**src/hdl/lir_pkg.sv**
```systemverilog
// shared constants, word types and controller/datapath command types
`default_nettype none

package lir_pkg;

    // sample and rate geometry
    localparam int SAMPLE_BITS   = 24;
    localparam int LANES         = 2;
    localparam int MAX_RATIO_DEF = 32;
    localparam int RATE_W        = 19;
    localparam int CHAN_W        = 2;
    localparam int PHASE_W       = 20;
    localparam int T_W           = PHASE_W + 1;
    localparam int CFG_IDX_W     = 2;

    // divider geometry: quotient bits, dividend width, signed quotient width
    localparam int QB      = SAMPLE_BITS + 1;
    localparam int PROD_W  = QB + RATE_W;
    localparam int QS_W    = QB + 1;
    localparam int STEP_W  = $clog2(QB);

    localparam logic [RATE_W-1:0] IN_RATE_RST  = RATE_W'(48000);
    localparam logic [RATE_W-1:0] OUT_RATE_RST = RATE_W'(48000);
    localparam logic [CHAN_W-1:0] CHAN_RST     = CHAN_W'(2);
    localparam logic [CHAN_W-1:0] CHAN_STEREO  = CHAN_W'(2);

    // register indexes
    typedef enum logic [CFG_IDX_W-1:0] {
        CFG_IN_RATE  = 2'd0,
        CFG_OUT_RATE = 2'd1,
        CFG_CHANNELS = 2'd2
    } cfg_idx_t;

    typedef logic signed [SAMPLE_BITS-1:0] sample_t;
    typedef logic [RATE_W-1:0]             rate_t;

    typedef struct packed {
        logic signed [SAMPLE_BITS-1:0] sample_a;
        logic signed [SAMPLE_BITS-1:0] sample_b;
        logic                          last_frame;
    } in_word_t;

    typedef struct packed {
        logic signed [SAMPLE_BITS-1:0] out_a;
        logic signed [SAMPLE_BITS-1:0] out_b;
        logic                          run_end;
        logic                          rate_error;
    } out_word_t;

    // controller to datapath
    typedef struct packed {
        logic capture;
        logic push_err;
        logic load_diff;
        logic load_prod;
        logic div_step;
        logic load_qs;
        logic emit_interp;
        logic emit_tail;
        logic adjust_t;
        logic commit;
    } cmd_t;

    // datapath to controller
    typedef struct packed {
        logic rate_bad;
        logic interp_go;
        logic tail_go;
        logic pend_valid;
        logic push_ok;
    } stat_t;

endpackage

`default_nettype wire

```
**src/hdl/lir_stream_if.sv**
```systemverilog
// valid/ready stream channel carrying one word
`default_nettype none

interface lir_stream_if #(
    parameter type word_t = logic
);
    logic  valid;
    logic  ready;
    word_t data;

    modport source (output valid, output data, input ready);
    modport sink   (input valid, input data, output ready);
endinterface

`default_nettype wire

```
**src/hdl/lir_div.sv**
```systemverilog
// restoring divider, one quotient bit per cycle while step is high, for one lane
`default_nettype none

module lir_div (
    input  wire logic                            clk,
    input  wire logic                            load,
    input  wire logic                            step,
    input  wire logic [lir_pkg::PROD_W-1:0]      dividend,
    input  wire logic [lir_pkg::RATE_W-1:0]      den,
    output logic      [lir_pkg::QB-1:0]          quo,
    output logic                                 rem_nz
);

    logic [lir_pkg::RATE_W-1:0] rem_reg;
    logic [lir_pkg::QB-1:0]     quo_reg;
    logic [lir_pkg::RATE_W:0]   trial;
    logic [lir_pkg::RATE_W:0]   diff;
    logic                       ge;

    // trial subtract of the divisor from the shifted partial remainder
    always_comb
    begin
        trial = {rem_reg, quo_reg[lir_pkg::QB-1]};
        diff  = trial - {1'b0, den};
        ge    = (trial >= {1'b0, den});
    end

    // upper dividend bits start below the divisor, so QB steps give the quotient
    always_ff @(posedge clk)
    begin
        if (load)
        begin
            rem_reg <= dividend[lir_pkg::PROD_W-1:lir_pkg::QB];
            quo_reg <= dividend[lir_pkg::QB-1:0];
        end
        else if (step)
        begin
            rem_reg <= ge ? diff[lir_pkg::RATE_W-1:0] : trial[lir_pkg::RATE_W-1:0];
            quo_reg <= {quo_reg[lir_pkg::QB-2:0], ge};
        end
    end

    assign quo    = quo_reg;
    assign rem_nz = |rem_reg;

endmodule

`default_nettype wire

```
**src/hdl/lir_dp.sv**
```systemverilog
// resampler datapath: config, frame state, phase, lerp lanes, output words
`default_nettype none

module lir_dp #(
    parameter int MAX_RATIO = lir_pkg::MAX_RATIO_DEF
) (
    input  wire logic                              clk,
    input  wire logic                              rst_n,
    input  wire logic                              cfg_we,
    input  wire logic [lir_pkg::CFG_IDX_W-1:0]     cfg_index,
    input  wire logic [lir_pkg::RATE_W-1:0]        cfg_data,
    input  wire lir_pkg::in_word_t                 in_data,
    input  wire lir_pkg::cmd_t                     cmd,
    output lir_pkg::stat_t                         stat,
    input  wire logic                              out_ready,
    output logic                                   out_valid,
    output lir_pkg::out_word_t                     out_data
);

    localparam int CNT_W = $clog2(MAX_RATIO + 1);
    localparam int RB_W  = lir_pkg::RATE_W + CNT_W;

    // configuration
    lir_pkg::rate_t              in_rate_reg;
    lir_pkg::rate_t              out_rate_reg;
    logic [lir_pkg::CHAN_W-1:0]  chan_reg;
    logic                        stereo;

    // stream state
    lir_pkg::sample_t            prev_reg [lir_pkg::LANES];
    logic [lir_pkg::PHASE_W-1:0] phase_reg;
    logic                        have_prev_reg;

    // per-word working state
    lir_pkg::sample_t            in_s     [lir_pkg::LANES];
    lir_pkg::sample_t            cur_reg  [lir_pkg::LANES];
    logic                        last_reg;
    logic [lir_pkg::T_W-1:0]     t_reg;
    logic [CNT_W-1:0]            cnt_reg;

    // lane arithmetic
    logic signed [lir_pkg::QB-1:0]   diff_w   [lir_pkg::LANES];
    logic [lir_pkg::QB-1:0]          mag_reg  [lir_pkg::LANES];
    logic                            neg_reg  [lir_pkg::LANES];
    logic [lir_pkg::PROD_W-1:0]      prod_w   [lir_pkg::LANES];
    logic [lir_pkg::QB-1:0]          quo_w    [lir_pkg::LANES];
    logic                            rem_nz_w [lir_pkg::LANES];
    logic signed [lir_pkg::QS_W-1:0] qs_reg   [lir_pkg::LANES];
    logic signed [lir_pkg::QS_W-1:0] sum_w    [lir_pkg::LANES];
    lir_pkg::sample_t                new_w    [lir_pkg::LANES];

    // one word held back until it is known whether it ends the run
    lir_pkg::sample_t            pend_reg [lir_pkg::LANES];
    logic                        pend_valid_reg;

    logic                        out_valid_reg;
    lir_pkg::out_word_t          out_data_reg;

    logic                        emit;
    logic                        push_pend;
    logic [lir_pkg::T_W:0]       tail_sum;
    logic [RB_W-1:0]             rate_cap;

    assign stereo = (chan_reg >= lir_pkg::CHAN_STEREO) && (lir_pkg::LANES >= 2);

    assign in_s[0] = in_data.sample_a;
    assign in_s[1] = in_data.sample_b;

    // ratio check on the current registers
    assign rate_cap = RB_W'(in_rate_reg) * RB_W'(MAX_RATIO);
    assign stat.rate_bad = (in_rate_reg == '0) || (out_rate_reg == '0) ||
                           (RB_W'(out_rate_reg) > rate_cap);

    // loop conditions
    assign tail_sum = (lir_pkg::T_W + 1)'(t_reg) + (lir_pkg::T_W + 1)'(in_rate_reg);
    assign stat.interp_go = have_prev_reg &&
                            (t_reg < lir_pkg::T_W'(out_rate_reg)) &&
                            (cnt_reg != CNT_W'(MAX_RATIO));
    assign stat.tail_go   = last_reg &&
                            (tail_sum <= (lir_pkg::T_W + 1)'(out_rate_reg)) &&
                            (cnt_reg != CNT_W'(MAX_RATIO));
    assign stat.pend_valid = pend_valid_reg;
    assign stat.push_ok    = !out_valid_reg || out_ready;

    assign emit      = cmd.emit_interp | cmd.emit_tail;
    assign push_pend = (emit | cmd.commit) & pend_valid_reg;

    // lanes: difference, multiply, serial divide, floor fix, add back
    for (genvar l = 0; l < lir_pkg::LANES; l++)
    begin : g_lane
        assign diff_w[l] = lir_pkg::QB'(cur_reg[l]) - lir_pkg::QB'(prev_reg[l]);
        assign prod_w[l] = lir_pkg::PROD_W'(mag_reg[l]) *
                           lir_pkg::PROD_W'(t_reg[lir_pkg::RATE_W-1:0]);
        assign sum_w[l]  = lir_pkg::QS_W'(prev_reg[l]) + qs_reg[l];

        always_comb
        begin
            if ((l != 0) && !stereo)
                new_w[l] = '0;
            else if (cmd.emit_tail)
                new_w[l] = cur_reg[l];
            else
                new_w[l] = sum_w[l][lir_pkg::SAMPLE_BITS-1:0];
        end

        lir_div u_div (
            .clk      (clk),
            .load     (cmd.load_prod),
            .step     (cmd.div_step),
            .dividend (prod_w[l]),
            .den      (out_rate_reg),
            .quo      (quo_w[l]),
            .rem_nz   (rem_nz_w[l])
        );

        always_ff @(posedge clk)
        begin
            if (cmd.capture)
                cur_reg[l] <= ((l == 0) || stereo) ? in_s[l] : '0;
            if (cmd.load_diff)
            begin
                neg_reg[l] <= diff_w[l][lir_pkg::QB-1];
                mag_reg[l] <= diff_w[l][lir_pkg::QB-1] ? -diff_w[l] : diff_w[l];
            end
            // floor of a negative quotient rounds away from zero on a remainder
            if (cmd.load_qs)
                qs_reg[l] <= neg_reg[l] ?
                    -(lir_pkg::QS_W'(quo_w[l]) + lir_pkg::QS_W'(rem_nz_w[l])) :
                    lir_pkg::QS_W'(quo_w[l]);
            if (emit)
                pend_reg[l] <= new_w[l];
        end
    end

    // payload registers
    always_ff @(posedge clk)
    begin
        if (cmd.capture)
            last_reg <= in_data.last_frame;
        if (cmd.push_err)
        begin
            out_data_reg.out_a      <= '0;
            out_data_reg.out_b      <= '0;
            out_data_reg.run_end    <= 1'b1;
            out_data_reg.rate_error <= 1'b1;
        end
        else if (push_pend)
        begin
            out_data_reg.out_a      <= pend_reg[0];
            out_data_reg.out_b      <= pend_reg[1];
            out_data_reg.run_end    <= cmd.commit;
            out_data_reg.rate_error <= 1'b0;
        end
    end

    // config, stream state, phase and handshake state
    always_ff @(posedge clk or negedge rst_n)
    begin
        if (!rst_n)
        begin
            in_rate_reg    <= lir_pkg::IN_RATE_RST;
            out_rate_reg   <= lir_pkg::OUT_RATE_RST;
            chan_reg       <= lir_pkg::CHAN_RST;
            for (int l = 0; l < lir_pkg::LANES; l++)
                prev_reg[l] <= '0;
            phase_reg      <= '0;
            have_prev_reg  <= 1'b0;
            t_reg          <= '0;
            cnt_reg        <= '0;
            pend_valid_reg <= 1'b0;
            out_valid_reg  <= 1'b0;
        end
        else
        begin
            if (cfg_we)
            begin
                unique case (cfg_index)
                    lir_pkg::CFG_IN_RATE:  in_rate_reg  <= cfg_data;
                    lir_pkg::CFG_OUT_RATE: out_rate_reg <= cfg_data;
                    lir_pkg::CFG_CHANNELS: chan_reg     <= cfg_data[lir_pkg::CHAN_W-1:0];
                    default: ;
                endcase
            end

            // phase walk
            if (cmd.capture)
            begin
                t_reg   <= have_prev_reg ? lir_pkg::T_W'(phase_reg) : '0;
                cnt_reg <= '0;
            end
            else if (cmd.adjust_t)
            begin
                t_reg   <= (t_reg >= lir_pkg::T_W'(out_rate_reg)) ?
                           t_reg - lir_pkg::T_W'(out_rate_reg) : '0;
                cnt_reg <= '0;
            end
            else if (emit)
            begin
                t_reg   <= t_reg + lir_pkg::T_W'(in_rate_reg);
                cnt_reg <= cnt_reg + CNT_W'(1);
            end

            // stream state update at the end of a frame
            if (cmd.commit)
            begin
                for (int l = 0; l < lir_pkg::LANES; l++)
                    prev_reg[l] <= last_reg ? '0 : cur_reg[l];
                phase_reg     <= last_reg ? '0 : t_reg[lir_pkg::PHASE_W-1:0];
                have_prev_reg <= !last_reg;
            end

            if (emit)
                pend_valid_reg <= 1'b1;
            else if (cmd.commit)
                pend_valid_reg <= 1'b0;

            out_valid_reg <= push_pend | cmd.push_err | (out_valid_reg & ~out_ready);
        end
    end

    assign out_valid = out_valid_reg;
    assign out_data  = out_data_reg;

endmodule

`default_nettype wire

```
**src/hdl/lir_ctrl.sv**
```systemverilog
// resampler controller: sequences lerp, hold and error words for one frame
`default_nettype none

module lir_ctrl (
    input  wire logic           clk,
    input  wire logic           rst_n,
    input  wire logic           in_valid,
    output logic                in_ready,
    input  wire lir_pkg::stat_t stat,
    output lir_pkg::cmd_t       cmd
);

    typedef enum logic [3:0] {
        S_IDLE,
        S_ERR,
        S_LOOP_I,
        S_MUL,
        S_DIV,
        S_QS,
        S_EMIT_I,
        S_LOOP_T,
        S_DONE
    } state_t;

    state_t                     state_reg;
    state_t                     state_next;
    logic [lir_pkg::STEP_W-1:0] step_reg;
    logic [lir_pkg::STEP_W-1:0] step_next;
    logic                       slot_free;

    // a new word may enter the pending slot when it is empty or drains now
    assign slot_free = !stat.pend_valid || stat.push_ok;

    // next state and commands
    always_comb
    begin
        state_next = state_reg;
        step_next  = step_reg;
        cmd        = '0;
        in_ready   = 1'b0;
        unique case (state_reg)
            S_IDLE:
            begin
                in_ready = 1'b1;
                if (in_valid)
                begin
                    cmd.capture = 1'b1;
                    state_next  = stat.rate_bad ? S_ERR : S_LOOP_I;
                end
            end
            S_ERR:
            begin
                if (stat.push_ok)
                begin
                    cmd.push_err = 1'b1;
                    state_next   = S_IDLE;
                end
            end
            S_LOOP_I:
            begin
                if (stat.interp_go)
                begin
                    cmd.load_diff = 1'b1;
                    state_next    = S_MUL;
                end
                else
                begin
                    cmd.adjust_t = 1'b1;
                    state_next   = S_LOOP_T;
                end
            end
            S_MUL:
            begin
                cmd.load_prod = 1'b1;
                step_next     = '0;
                state_next    = S_DIV;
            end
            S_DIV:
            begin
                cmd.div_step = 1'b1;
                if (step_reg == lir_pkg::STEP_W'(lir_pkg::QB - 1))
                    state_next = S_QS;
                else
                    step_next = step_reg + lir_pkg::STEP_W'(1);
            end
            S_QS:
            begin
                cmd.load_qs = 1'b1;
                state_next  = S_EMIT_I;
            end
            S_EMIT_I:
            begin
                if (slot_free)
                begin
                    cmd.emit_interp = 1'b1;
                    state_next      = S_LOOP_I;
                end
            end
            S_LOOP_T:
            begin
                if (stat.tail_go)
                begin
                    if (slot_free)
                        cmd.emit_tail = 1'b1;
                end
                else
                    state_next = S_DONE;
            end
            S_DONE:
            begin
                if (slot_free)
                begin
                    cmd.commit = 1'b1;
                    state_next = S_IDLE;
                end
            end
            default:
                state_next = S_IDLE;
        endcase
    end

    // state and step counter
    always_ff @(posedge clk or negedge rst_n)
    begin
        if (!rst_n)
        begin
            state_reg <= S_IDLE;
            step_reg  <= '0;
        end
        else
        begin
            state_reg <= state_next;
            step_reg  <= step_next;
        end
    end

endmodule

`default_nettype wire

```
**src/hdl/linear_interp_resampler.sv**
```systemverilog
// linear interpolation resampler top level
//
//   channel   direction  word          contents
//   din       sink       in_word_t     sample_a, sample_b, last_frame
//   dout      source     out_word_t    out_a, out_b, run_end, rate_error
//   cfg_*     write      index + data  in_rate, out_rate, channel_count
//
// one frame is worked at a time; an interpolated word passes the loop check, multiply,
// serial divide and quotient fix states, the divider giving one quotient bit a cycle,
// and a held tail word is emitted straight from the tail loop state
// a bad ratio gives one error word once the output can take it; stream state is untouched
// reset clears config to defaults and the stream state at once, no clearing pass
// output stalls back up through one output register and one pending word
`default_nettype none

module linear_interp_resampler #(
    parameter int MAX_RATIO = lir_pkg::MAX_RATIO_DEF
) (
    input  wire logic                          clk,
    input  wire logic                          rst_n,
    input  wire logic                          cfg_we,
    input  wire logic [lir_pkg::CFG_IDX_W-1:0] cfg_index,
    input  wire logic [lir_pkg::RATE_W-1:0]    cfg_data,
    lir_stream_if.sink                         din,
    lir_stream_if.source                       dout
);

    lir_pkg::cmd_t  cmd;
    lir_pkg::stat_t stat;

    // sequencing
    lir_ctrl u_ctrl (
        .clk      (clk),
        .rst_n    (rst_n),
        .in_valid (din.valid),
        .in_ready (din.ready),
        .stat     (stat),
        .cmd      (cmd)
    );

    // arithmetic and storage
    lir_dp #(
        .MAX_RATIO (MAX_RATIO)
    ) u_dp (
        .clk       (clk),
        .rst_n     (rst_n),
        .cfg_we    (cfg_we),
        .cfg_index (cfg_index),
        .cfg_data  (cfg_data),
        .in_data   (din.data),
        .cmd       (cmd),
        .stat      (stat),
        .out_ready (dout.ready),
        .out_valid (dout.valid),
        .out_data  (dout.data)
    );

endmodule

`default_nettype wire
```
**src/flat_wrapper.sv**
```systemverilog
// flat-port wrapper written by rule: the top's interface ports become plain ports
module linear_interp_resampler_flat 
#(
    parameter int MAX_RATIO = lir_pkg::MAX_RATIO_DEF
)
  (clk, rst_n, cfg_we, cfg_index, cfg_data, din_valid, din_data, din_ready, dout_valid, dout_data, dout_ready);
  lir_stream_if din_i ();
  lir_stream_if dout_i ();
  input  wire logic clk;
  input  wire logic rst_n;
  input  wire logic cfg_we;
  input  wire logic [lir_pkg::CFG_IDX_W-1:0] cfg_index;
  input  wire logic [lir_pkg::RATE_W-1:0] cfg_data;
  input wire logic [$bits(din_i.valid)-1:0] din_valid;
  input wire logic [$bits(din_i.data)-1:0] din_data;
  output wire logic [$bits(din_i.ready)-1:0] din_ready;
  output wire logic [$bits(dout_i.valid)-1:0] dout_valid;
  output wire logic [$bits(dout_i.data)-1:0] dout_data;
  input wire logic [$bits(dout_i.ready)-1:0] dout_ready;
  assign din_i.valid = din_valid;
  assign din_i.data = din_data;
  assign din_ready = din_i.ready;
  assign dout_valid = dout_i.valid;
  assign dout_data = dout_i.data;
  assign dout_i.ready = dout_ready;
  linear_interp_resampler #(.MAX_RATIO(MAX_RATIO)) u_core (.clk(clk), .rst_n(rst_n), .cfg_we(cfg_we), .cfg_index(cfg_index), .cfg_data(cfg_data), .din(din_i), .dout(dout_i));
endmodule
```
**config.mk**
```make
export PLATFORM = sky130hd
export DESIGN_NAME = linear_interp_resampler_flat
export DESIGN_NICKNAME = d
export VERILOG_FILES = /design/src/hdl/lir_pkg.sv /design/src/hdl/lir_stream_if.sv /design/src/hdl/lir_div.sv /design/src/hdl/lir_dp.sv /design/src/hdl/lir_ctrl.sv /design/src/hdl/linear_interp_resampler.sv /design/src/flat_wrapper.sv
export SDC_FILE = /design/constraint.sdc
export NUM_CORES = 1
export LEC_CHECK = 0
export ABC_AREA = 1
export BUFFER_PORTS_ARGS = -buffer_cell sky130_fd_sc_hd__buf_2
export CAP_MARGIN = 10
export CORE_ASPECT_RATIO = 0.8
export CORE_MARGIN = 5
export CORE_UTILIZATION = 45
export CTS_CLUSTER_DIAMETER = 40
export DETAILED_ROUTE_END_ITERATION = 8
export PLACE_DENSITY = 0.65
export SYNTH_ARGS = -nofsm -noshare
export SYNTH_HDL_FRONTEND = slang
export SYNTH_HIERARCHICAL = 1
export SYNTH_SLANG_ARGS = --single-unit
```
**constraint.sdc**
```tcl
create_clock -name clk -period 6.1 [get_ports clk]
set_clock_uncertainty 0.1 [all_clocks]
set_input_delay 0.61 -clock clk [delete_from_list [all_inputs] [get_ports clk]]
set_output_delay 0.61 -clock clk [all_outputs]
set_load 0.1 [all_outputs]
```
==> metrics.txt, run 1 <==
min-delay worst type=in -> async; Final #Nets=1,194; Initial Util=46.3%; via/cell ratio=5.31; Worst-Margin Slew=0.767 ns; core area=16,700 µm²; Clock Pin Slew Worst Setup and Hold Paths=0.08 ns; routed vias=6,988; Finished Layout Cells=1,315; max reg flops=21; Detailed Place HPWL=16,900 µm; initial antenna violation count=0; syn nets=1,193; Clk Latency, worst-skew pair=0.37 ns; total power=0.00482 W; max-cap viol count=0; Vert. Die Dim=127 µm; Slew HR=48.8%; GPL Wtd Cong=0.975; Die X=156 µm; Placed Cells=1,295; Max VDD drop=0.000290 V; P_leak=4.24 nW; Top cell by count, worst path=nand2_1; Worst Setup Path Type=reg -> reg; Total Die Area=19,900 µm²; ANT nets after route=0; critical path's slowest cell=dfrtp_1; average wire per standard cell=16.5 µm; CTS Buffer Depth=2; clock sinks=99; Crit. End Element=register; CP Launch Type=register; Ys Warns=6; r2r setup slk=0.65 ns; crit-path max cell delay=0.43 ns; Pre-antenna DRT Iters=6; row count=42; Post-route DRC=0; CP max FO=20; root buffer cell=clkbuf_16; port bufs=29; Slew Limit Fails=0; layout cells sized above 1=8.40%; syn avg cell area=7.08 µm²; Setup TNS=0 ns; unrepaired setup endpoints after global routing=no; total CTS buffers=9; CTS tree=done; GRT Resource Usage Total=22.2%; Final Hold Fails=0; cells after synthesis=1,089; CP required=6.24 ns; antenna diode count=0; grt ovf=0; outcome=completed; vias in the first global route=6,395; arrival time worst endpoint=5.59 ns; largest net degree at the start of global routing=59; Max Freq=0.184 GHz; first-pass GRT wire length=34,800 µm; # setup viols final=0; DR iter-0 viols=571; min cycle time layout=5.45 ns; cell area after synthesis=7700 µm²; Synth-to-Final Area Change=9.03%; Power Dens Cells=574 nW/µm²; multi-input combinational cell area=4400 µm²; Routed WL=21,700 µm; final hold slack=0.104 ns; register area=2490 µm²; Tcrit/Tclk final=89.3%; Ports=30; CTS H-tree depth=3; FILL cells=1,666
-- through the flow --
step,setup slack (ns),util (%),area [µm²]
4_1_cts,0.152,50.2,8360
5_1_grt,0.0697,50.4,8400
2_1_floorplan,1.75,-,7700
3_3_place_gp,0.160,48.0,7990
3_5_place_dp,-0.246,48.0,7990
6_report,0.652,50.4,8400
-- path summary, 6_finish.rpt --
check / start / to / depth (start not counted)
min: rst_n / u_core/u_dp/out_rate_reg[4] / 1
max in group asynchronous: rst_n / u_core/u_dp/t_reg[13] / 2
min in group clk: din_data / u_core/u_dp/last_reg / 1
max reg2reg: u_core/u_dp/in_rate_reg[2] / u_core/u_dp/t_reg[8] / 33
max: u_core/u_dp/in_rate_reg[2] / u_core/u_dp/t_reg[8] / 33
min reg2reg: u_core/u_dp/out_data[0] / u_core/u_dp/out_data[0] / 2
-- report_power, final --
group	switching, W	internal [W]
clock network	0.000273	0.000445
logic	0.00195	0.00105
registers	0.000220	0.000883
-- layout by cell type, fill, tap and decap left out, drive strengths merged, types with 2 or more instances in the layout --
master,instances
o211ai,7
nor2,74
nor4,10
clkinv,3
nor3,15
o22ai,10
or2,2
fa,2
bufinv,4
nand2,246
o21ai,110
xor2,19
dfrtp,83
o31ai,5
o21bai,4
xnor2,11
inv,164
ha,75
buf,41
clkbuf,10
nand3,72
nand4,17
dfstp,14
a31oi,6
a21boi,6
a21oi,65
and2,3
nand3b,3
a21o,5
-- critical path, delay by kind of cell, from the launching register on --
family          cells  cell delay, ns
fa+ha+maj           2            0.66
compound gates      7            1.39
xor+xnor            1            0.18
simple gates       17            1.70
buf+inv             6            0.85
flops               1            0.43
-- what timing repair did --
| item | CTS | global route |
|---|---|---|
| gates resized for setup | 1 | 2 |
| hold buffers | 0 | 0 |
| buffers inserted | 0 | 4 |
| endpoints found under the hold margin | 0 | 0 |
| endpoints found under the setup margin | 18 | 23 |
-- area by class of cell --
cell class / count / area share, %
inverters: 166 / 7.46
flip-flops and latches: 99 / 29.7
clock inverters: 6 / 1.64
well taps: 220 / 3.28
clock buffers: 10 / 2.73
repair buffers: 41 / 2.83
multi-input cells: 773 / 52.4
-- layer usage --
layer	part of all wire (%)	GRT usage, %
met1	51	35.3
met2	40	30.8
met3	7.4	4.53
met4	1.4	4.95
met5	0	0
No activity file was read; power rests on OpenSTA's default activity.
==> inputs of run 2 (changes only) <==
BUFFER_PORTS_ARGS = -buffer_cell sky130_fd_sc_hd__buf_4   (was -buffer_cell sky130_fd_sc_hd__buf_2)
CTS_CLUSTER_DIAMETER = 80   (was 40)
==> run 2 against run 1 <==
Effect of this change:
- worst hold slack better by 0.0048 ns
- fmax down 0.35%
- sequential power is essentially flat
- count of clock-buffer cells in the layout unchanged
- critical path type unchanged
- clock power fell by 17%
- critical endpoint is now u_core/u_dp/t_reg[5]
- global-route usage increased by 0.38 points
- largest cell class unchanged
- critical path depth decreased by 1
- worst setup slack worse by 0.019 ns
- wire length about the same
- power fell by 3.5%
- utilization shrank 0.22 points
- sequential share of layout area is 0.13 points higher
==> metrics.txt, run 2 (same netlist as run 1, synthesis figures left out) <==
Crit. End Element=register; Vert. Die Dim=127 µm (unchanged); routed vias=7,061 (+1.0%); CP max FO=29 (+45%); critical path's slowest cell=a21boi_0; r2r setup slk=0.63 ns (-0.02 ns); Routed WL=21,700 µm (about the same); min cycle time layout=5.47 ns (+0.0193 ns); Post-route DRC=0 (unchanged); unrepaired setup endpoints after global routing=no; initial antenna violation count=0 (unchanged); Die X=156 µm (unchanged); port bufs=29 (unchanged); Worst Setup Path Type=reg -> reg; Post-CTS Resized=0 (-1); average wire per standard cell=16.5 µm (+0.32%); GRT Resource Usage Total=22.6% (+0.38 points); CTS Buffer Depth=2 (unchanged); CTS H-tree depth=3 (unchanged); Max VDD drop=0.000197 V (-32%); via/cell ratio=5.39 (+1.4%); total CTS buffers=9 (unchanged); Tcrit/Tclk final=89.6% (+0.32 points); Ports=30 (unchanged); core area=16,700 µm² (unchanged); Clk Latency, worst-skew pair=0.37 ns (about the same); Placed Cells=1,295 (unchanged); CTS tree=done; arrival time worst endpoint=5.65 ns (+0.06 ns); sequential group share of total power=23.7% (+0.8 points); hold_buf cts=0 (unchanged); vias in the first global route=6,411 (+0.25%); P_int=0.00223 W (-6.0%); Post-CTS Setup Bufs=0 (unchanged); GPL Wtd Cong=0.947 (-2.8%); grt ovf=0 (unchanged); Worst Path Buf+Inv=7 (+1); P_leak=4.21 nW (-0.73%); max reg flops=21 (unchanged); sw frac=52.1% (+1.3 points); Finished Layout Cells=1,311 (-0.30%); clock sinks=99 (unchanged); Clock Power Share=12.9% (-2.0 points); DR iter-0 viols=688 (+20%); Synth-to-Final Area Change=8.56%; Final Hold Fails=0 (unchanged); outcome=completed; ANT nets after route=0 (unchanged); Detailed Place HPWL=17,000 µm (+0.66%); largest net degree at the start of global routing=59 (unchanged); Initial Util=46.3% (unchanged); Setup TNS=0 ns (unchanged); # setup viols final=0 (unchanged); most frequent cells in the layout=243 x nand2_1, 161 x inv_1, 107 x o21ai_0; Max Freq=0.183 GHz (-0.35%); most common cell after layout, fill and taps aside=nand2_1; first-pass GRT wire length=35,300 µm (+1.4%); antenna diode count=0 (unchanged); layout cells sized above 1=7.88% (-0.52 points); root buffer cell=clkbuf_16; Slew HR=47.8% (-0.99 points); Slew Limit Fails=0 (unchanged); Largest delay share family, worst path=compound AO/OA/AOI/OAI gates; crit-path max cell delay=0.44 ns (about the same); Power Dens Cells=556 nW/µm² (-3.0%); min-delay worst type=in -> async; Clock Pin Slew Worst Setup and Hold Paths=0.07 ns (about the same); Final #Nets=1,190 (-0.34%); sw power=0.00242 W (-1.0%); Worst-Margin Slew=0.782 ns (+0.0149 ns); row count=42 (unchanged); Top cell by count, worst path=nand2_1; Logic pwr share=63.5% (+1.3 points); Total Die Area=19,900 µm² (unchanged); max-cap viol count=0 (unchanged); CP required=6.28 ns (+0.04 ns); CP Launch Type=register; Pre-antenna DRT Iters=5 (-1)
==> run 2: path summary, 6_finish.rpt <==
path	startpoint	to	depth (start not counted)
max in group asynchronous	rst_n	u_core/u_ctrl/state_reg[3]	2
setup reg to reg	u_core/u_dp/t_reg[2]	u_core/u_dp/t_reg[5]	32
setup / recovery	u_core/u_dp/t_reg[2]	u_core/u_dp/t_reg[5]	32
hold / removal	rst_n	u_core/u_dp/in_rate_reg[5]	1
hold reg to reg	u_core/u_dp/out_data[0]	u_core/u_dp/out_data[0]	2
min in group clk	din_data	u_core/u_dp/last_reg	1
==> run 2: metrics by stage <==
step	hold WS [ns]	util, %	area, µm²	total power (W)	worst slack (ns)
2_1_floorplan	0.214	-	7700	0.00326	1.75
3_3_place_gp	0.335	48.4	8060	0.00398	1.01
3_5_place_dp	0.340	48.4	8060	0.00399	0.859
4_1_cts	0.124	50.2	8360	0.00461	0.804
5_1_grt	0.150	50.2	8360	0.00511	0.190
6_report	0.108	50.2	8360	0.00465	0.633
==> run 2: layer usage <==
| layer | track usage, % | vias up | routed length [µm] |
|---|---|---|---|
| met2 | 30.7 | 277 | 8610 |
| met3 | 3.75 | 33 | 1640 |
| met1 | 36.5 | 3186 | 11000 |
| met4 | 6.07 | 0 | 422 |
| met5 | 0 | - | 0 |
| li1 | - | 3565 | - |
==> run 2: power groups by stage <==
stage / clock (W) / sequential [W] / combinational, W
after floorplan: 0 / 0.00106 / 0.00220
after global placement: 0 / 0.00110 / 0.00288
after detailed placement: 0 / 0.00111 / 0.00288
after CTS: 0.000616 / 0.00110 / 0.00290
after global routing: 0.000643 / 0.00113 / 0.00334
final: 0.000598 / 0.00110 / 0.00295
==> run 2: cell type report <==
type                       count  area, µm²
tap                          220        275
fill                        1635       8290
timing repair buffer          37        278
clock inverter                 6       72.6
sequential                    99       2490
clock buffer                  10        229
multi-input combinational    773       4390
inverter                     166        623
==> inputs of run 3 (changes only) <==
REMOVE_ABC_BUFFERS = 1   (was not set)
==> run 3 against run 2 <==
Effect of this change:
- via count up 0.50%
- critical path depth up 1
- wire length rose by 0.34%
- non-clock buffer count is 1 lower
- flip-flop and latch count unchanged
- power rose by 0.60%
- final area unchanged
- clock power grew 0.7%
- worst setup slack worse by 0.0083 ns
- sequential share of layout area unchanged
- utilization did not move
- sequential power is essentially flat
- largest cell class unchanged
- largest power group unchanged
==> metrics.txt, run 3 (same netlist as run 1, synthesis figures left out) <==
outcome=completed; first-pass GRT wire length=35,100 µm (-0.51%); ANT nets after route=0 (unchanged); routed vias=7,096 (+0.50%); unrepaired setup endpoints after global routing=no; port bufs=29 (unchanged); Max Freq=0.183 GHz (-0.15%); fin util=50.2% (unchanged); Die X=156 µm (unchanged); Clock Pin Slew Worst Setup and Hold Paths=0.07 ns (about the same); total CTS buffers=9 (unchanged); sw power=0.00243 W (+0.38%); crit-path max cell delay=0.59 ns (+0.15 ns); most frequent cells in the layout=243 x nand2_1, 161 x inv_1, 107 x o21ai_0; Setup TNS=0 ns (unchanged); Post-CTS Setup Bufs=0 (unchanged); Initial Util=46.3% (unchanged); Final #Nets=1,189 (-0.084%); Power Dens Cells=560 nW/µm² (+0.60%); CP Launch Type=register; layout cells sized above 1=7.89% (about the same); grt ovf=0 (unchanged); most common cell after layout, fill and taps aside=nand2_1; clock sinks=99 (unchanged); via/cell ratio=5.42 (+0.57%); Vert. Die Dim=127 µm (unchanged); min cycle time layout=5.48 ns (+0.00829 ns); core area=16,700 µm² (unchanged); Final Hold Fails=0 (unchanged); CP max FO=22 (-24%); initial antenna violation count=0 (unchanged); min-delay worst type=in -> async; Routed WL=21,800 µm (+0.34%); P_int=0.00225 W (+0.83%); Worst Path Buf+Inv=6 (-1); CTS tree=done; average wire per standard cell=16.6 µm (+0.41%); Post-route DRC=0 (unchanged); sw frac=51.9% (-0.11 points); Largest delay share family, worst path=simple AND/OR/NAND/NOR gates; antenna diode count=0 (unchanged); Slew HR=39.1% (-8.8 points); Top cell by count, worst path=nand2_1; sequential group share of total power=23.7% (about the same); Total Die Area=19,900 µm² (unchanged); Detailed Place HPWL=16,900 µm (-0.26%); Ports=30 (unchanged); Clk Latency, worst-skew pair=0.36 ns (about the same); Logic pwr share=63.4% (about the same); Crit. End Element=register; largest net degree at the start of global routing=70 (+19%); arrival time worst endpoint=5.65 ns (about the same); Slew Limit Fails=0 (unchanged); vias in the first global route=6,627 (+3.4%); critical path's slowest cell=nor2_2; P_leak=4.20 nW (about the same); # setup viols final=0 (unchanged); DR iter-0 viols=647 (-6.0%); row count=42 (unchanged); Tcrit/Tclk final=89.8% (+0.14 points); Post-CTS Resized=0 (unchanged); GPL Wtd Cong=0.970 (+2.4%); Max VDD drop=0.000207 V (+4.9%); Pre-antenna DRT Iters=5 (unchanged); Synth-to-Final Area Change=8.56% (unchanged); CTS H-tree depth=3 (unchanged); Worst-Margin Slew=0.914 ns (+0.131 ns); Clock Power Share=12.9% (about the same); CP required=6.28 ns (about the same); hold_buf cts=0 (unchanged); GRT Resource Usage Total=22.3% (-0.26 points); CTS Buffer Depth=2 (unchanged); max reg flops=21 (unchanged); root buffer cell=clkbuf_16; max-cap viol count=0 (unchanged); Worst Setup Path Type=reg -> reg
-- run 3: cell count changes in the layout (fill, tap and decap cells not counted), sizes merged --
cell	change
buf	-1
clkbuf	+2
clkinv	-1
clkinvlp	+1
inv	-2
-- run 3: final timing paths --
| check | slack, ns | start | cells after the start | endpoint |
|---|---|---|---|---|
| worst max-delay path | 0.62 | u_core/u_dp/t_reg[2] | 33 | u_core/u_dp/t_reg[3] |
| worst min-delay path | 0.05 | rst_n | 1 | u_core/u_dp/out_rate_reg[4] |
| worst max register to register | 0.62 | u_core/u_dp/t_reg[2] | 33 | u_core/u_dp/t_reg[3] |
| worst min register to register | 0.35 | u_core/u_dp/out_data[0] | 2 | u_core/u_dp/out_data[0] |
| max in group asynchronous | 4.60 | rst_n | 2 | u_core/u_dp/phase_reg[13] |
| min in group clk | 0.32 | din_data | 1 | u_core/u_dp/last_reg |
-- run 3: power by group through the flow --
stage	Sequential [W]	Clock [W]	Combinational [W]
final	0.00111	0.000602	0.00297
after global routing	0.00113	0.000637	0.00335
after floorplan	0.00107	0	0.00212
after CTS	0.00110	0.000620	0.00291
after global placement	0.00111	0	0.00287
after detailed placement	0.00111	0	0.00290
-- run 3: routing by layer --
metal / global-route usage, % / part of all wire (%) / wire length (µm)
met1: 35.1 / 51 / 11000
met4: 7.30 / 2.5 / 540
met2: 30.9 / 40 / 8650
met3: 3.75 / 7.2 / 1560
met5: 0 / 0 / 0
-- run 3: cell type report --
cell class | count | area [µm²]
well taps | 220 | 275
fillers | 1678 | 8290
clock buffers | 12 | 256
flip-flops and latches | 99 | 2490
inverters | 166 | 623
clock inverters | 4 | 50.0
multi-input cells | 773 | 4390
repair buffers | 36 | 270
-- run 3: stage by stage --
step                std cells  hold slack, ns  setup slack (ns)  area [µm²]  total power, W
global route             1310          0.0946            0.0546        8360         0.00512
finish                   1310          0.0533             0.625        8360         0.00468
floorplan                1038           0.214              1.14        7510         0.00319
CTS                      1310          0.0588             0.328        8360         0.00464
detailed placement       1294           0.350             0.386        8060         0.00401
global placement         1294           0.342             0.670        8060         0.00398
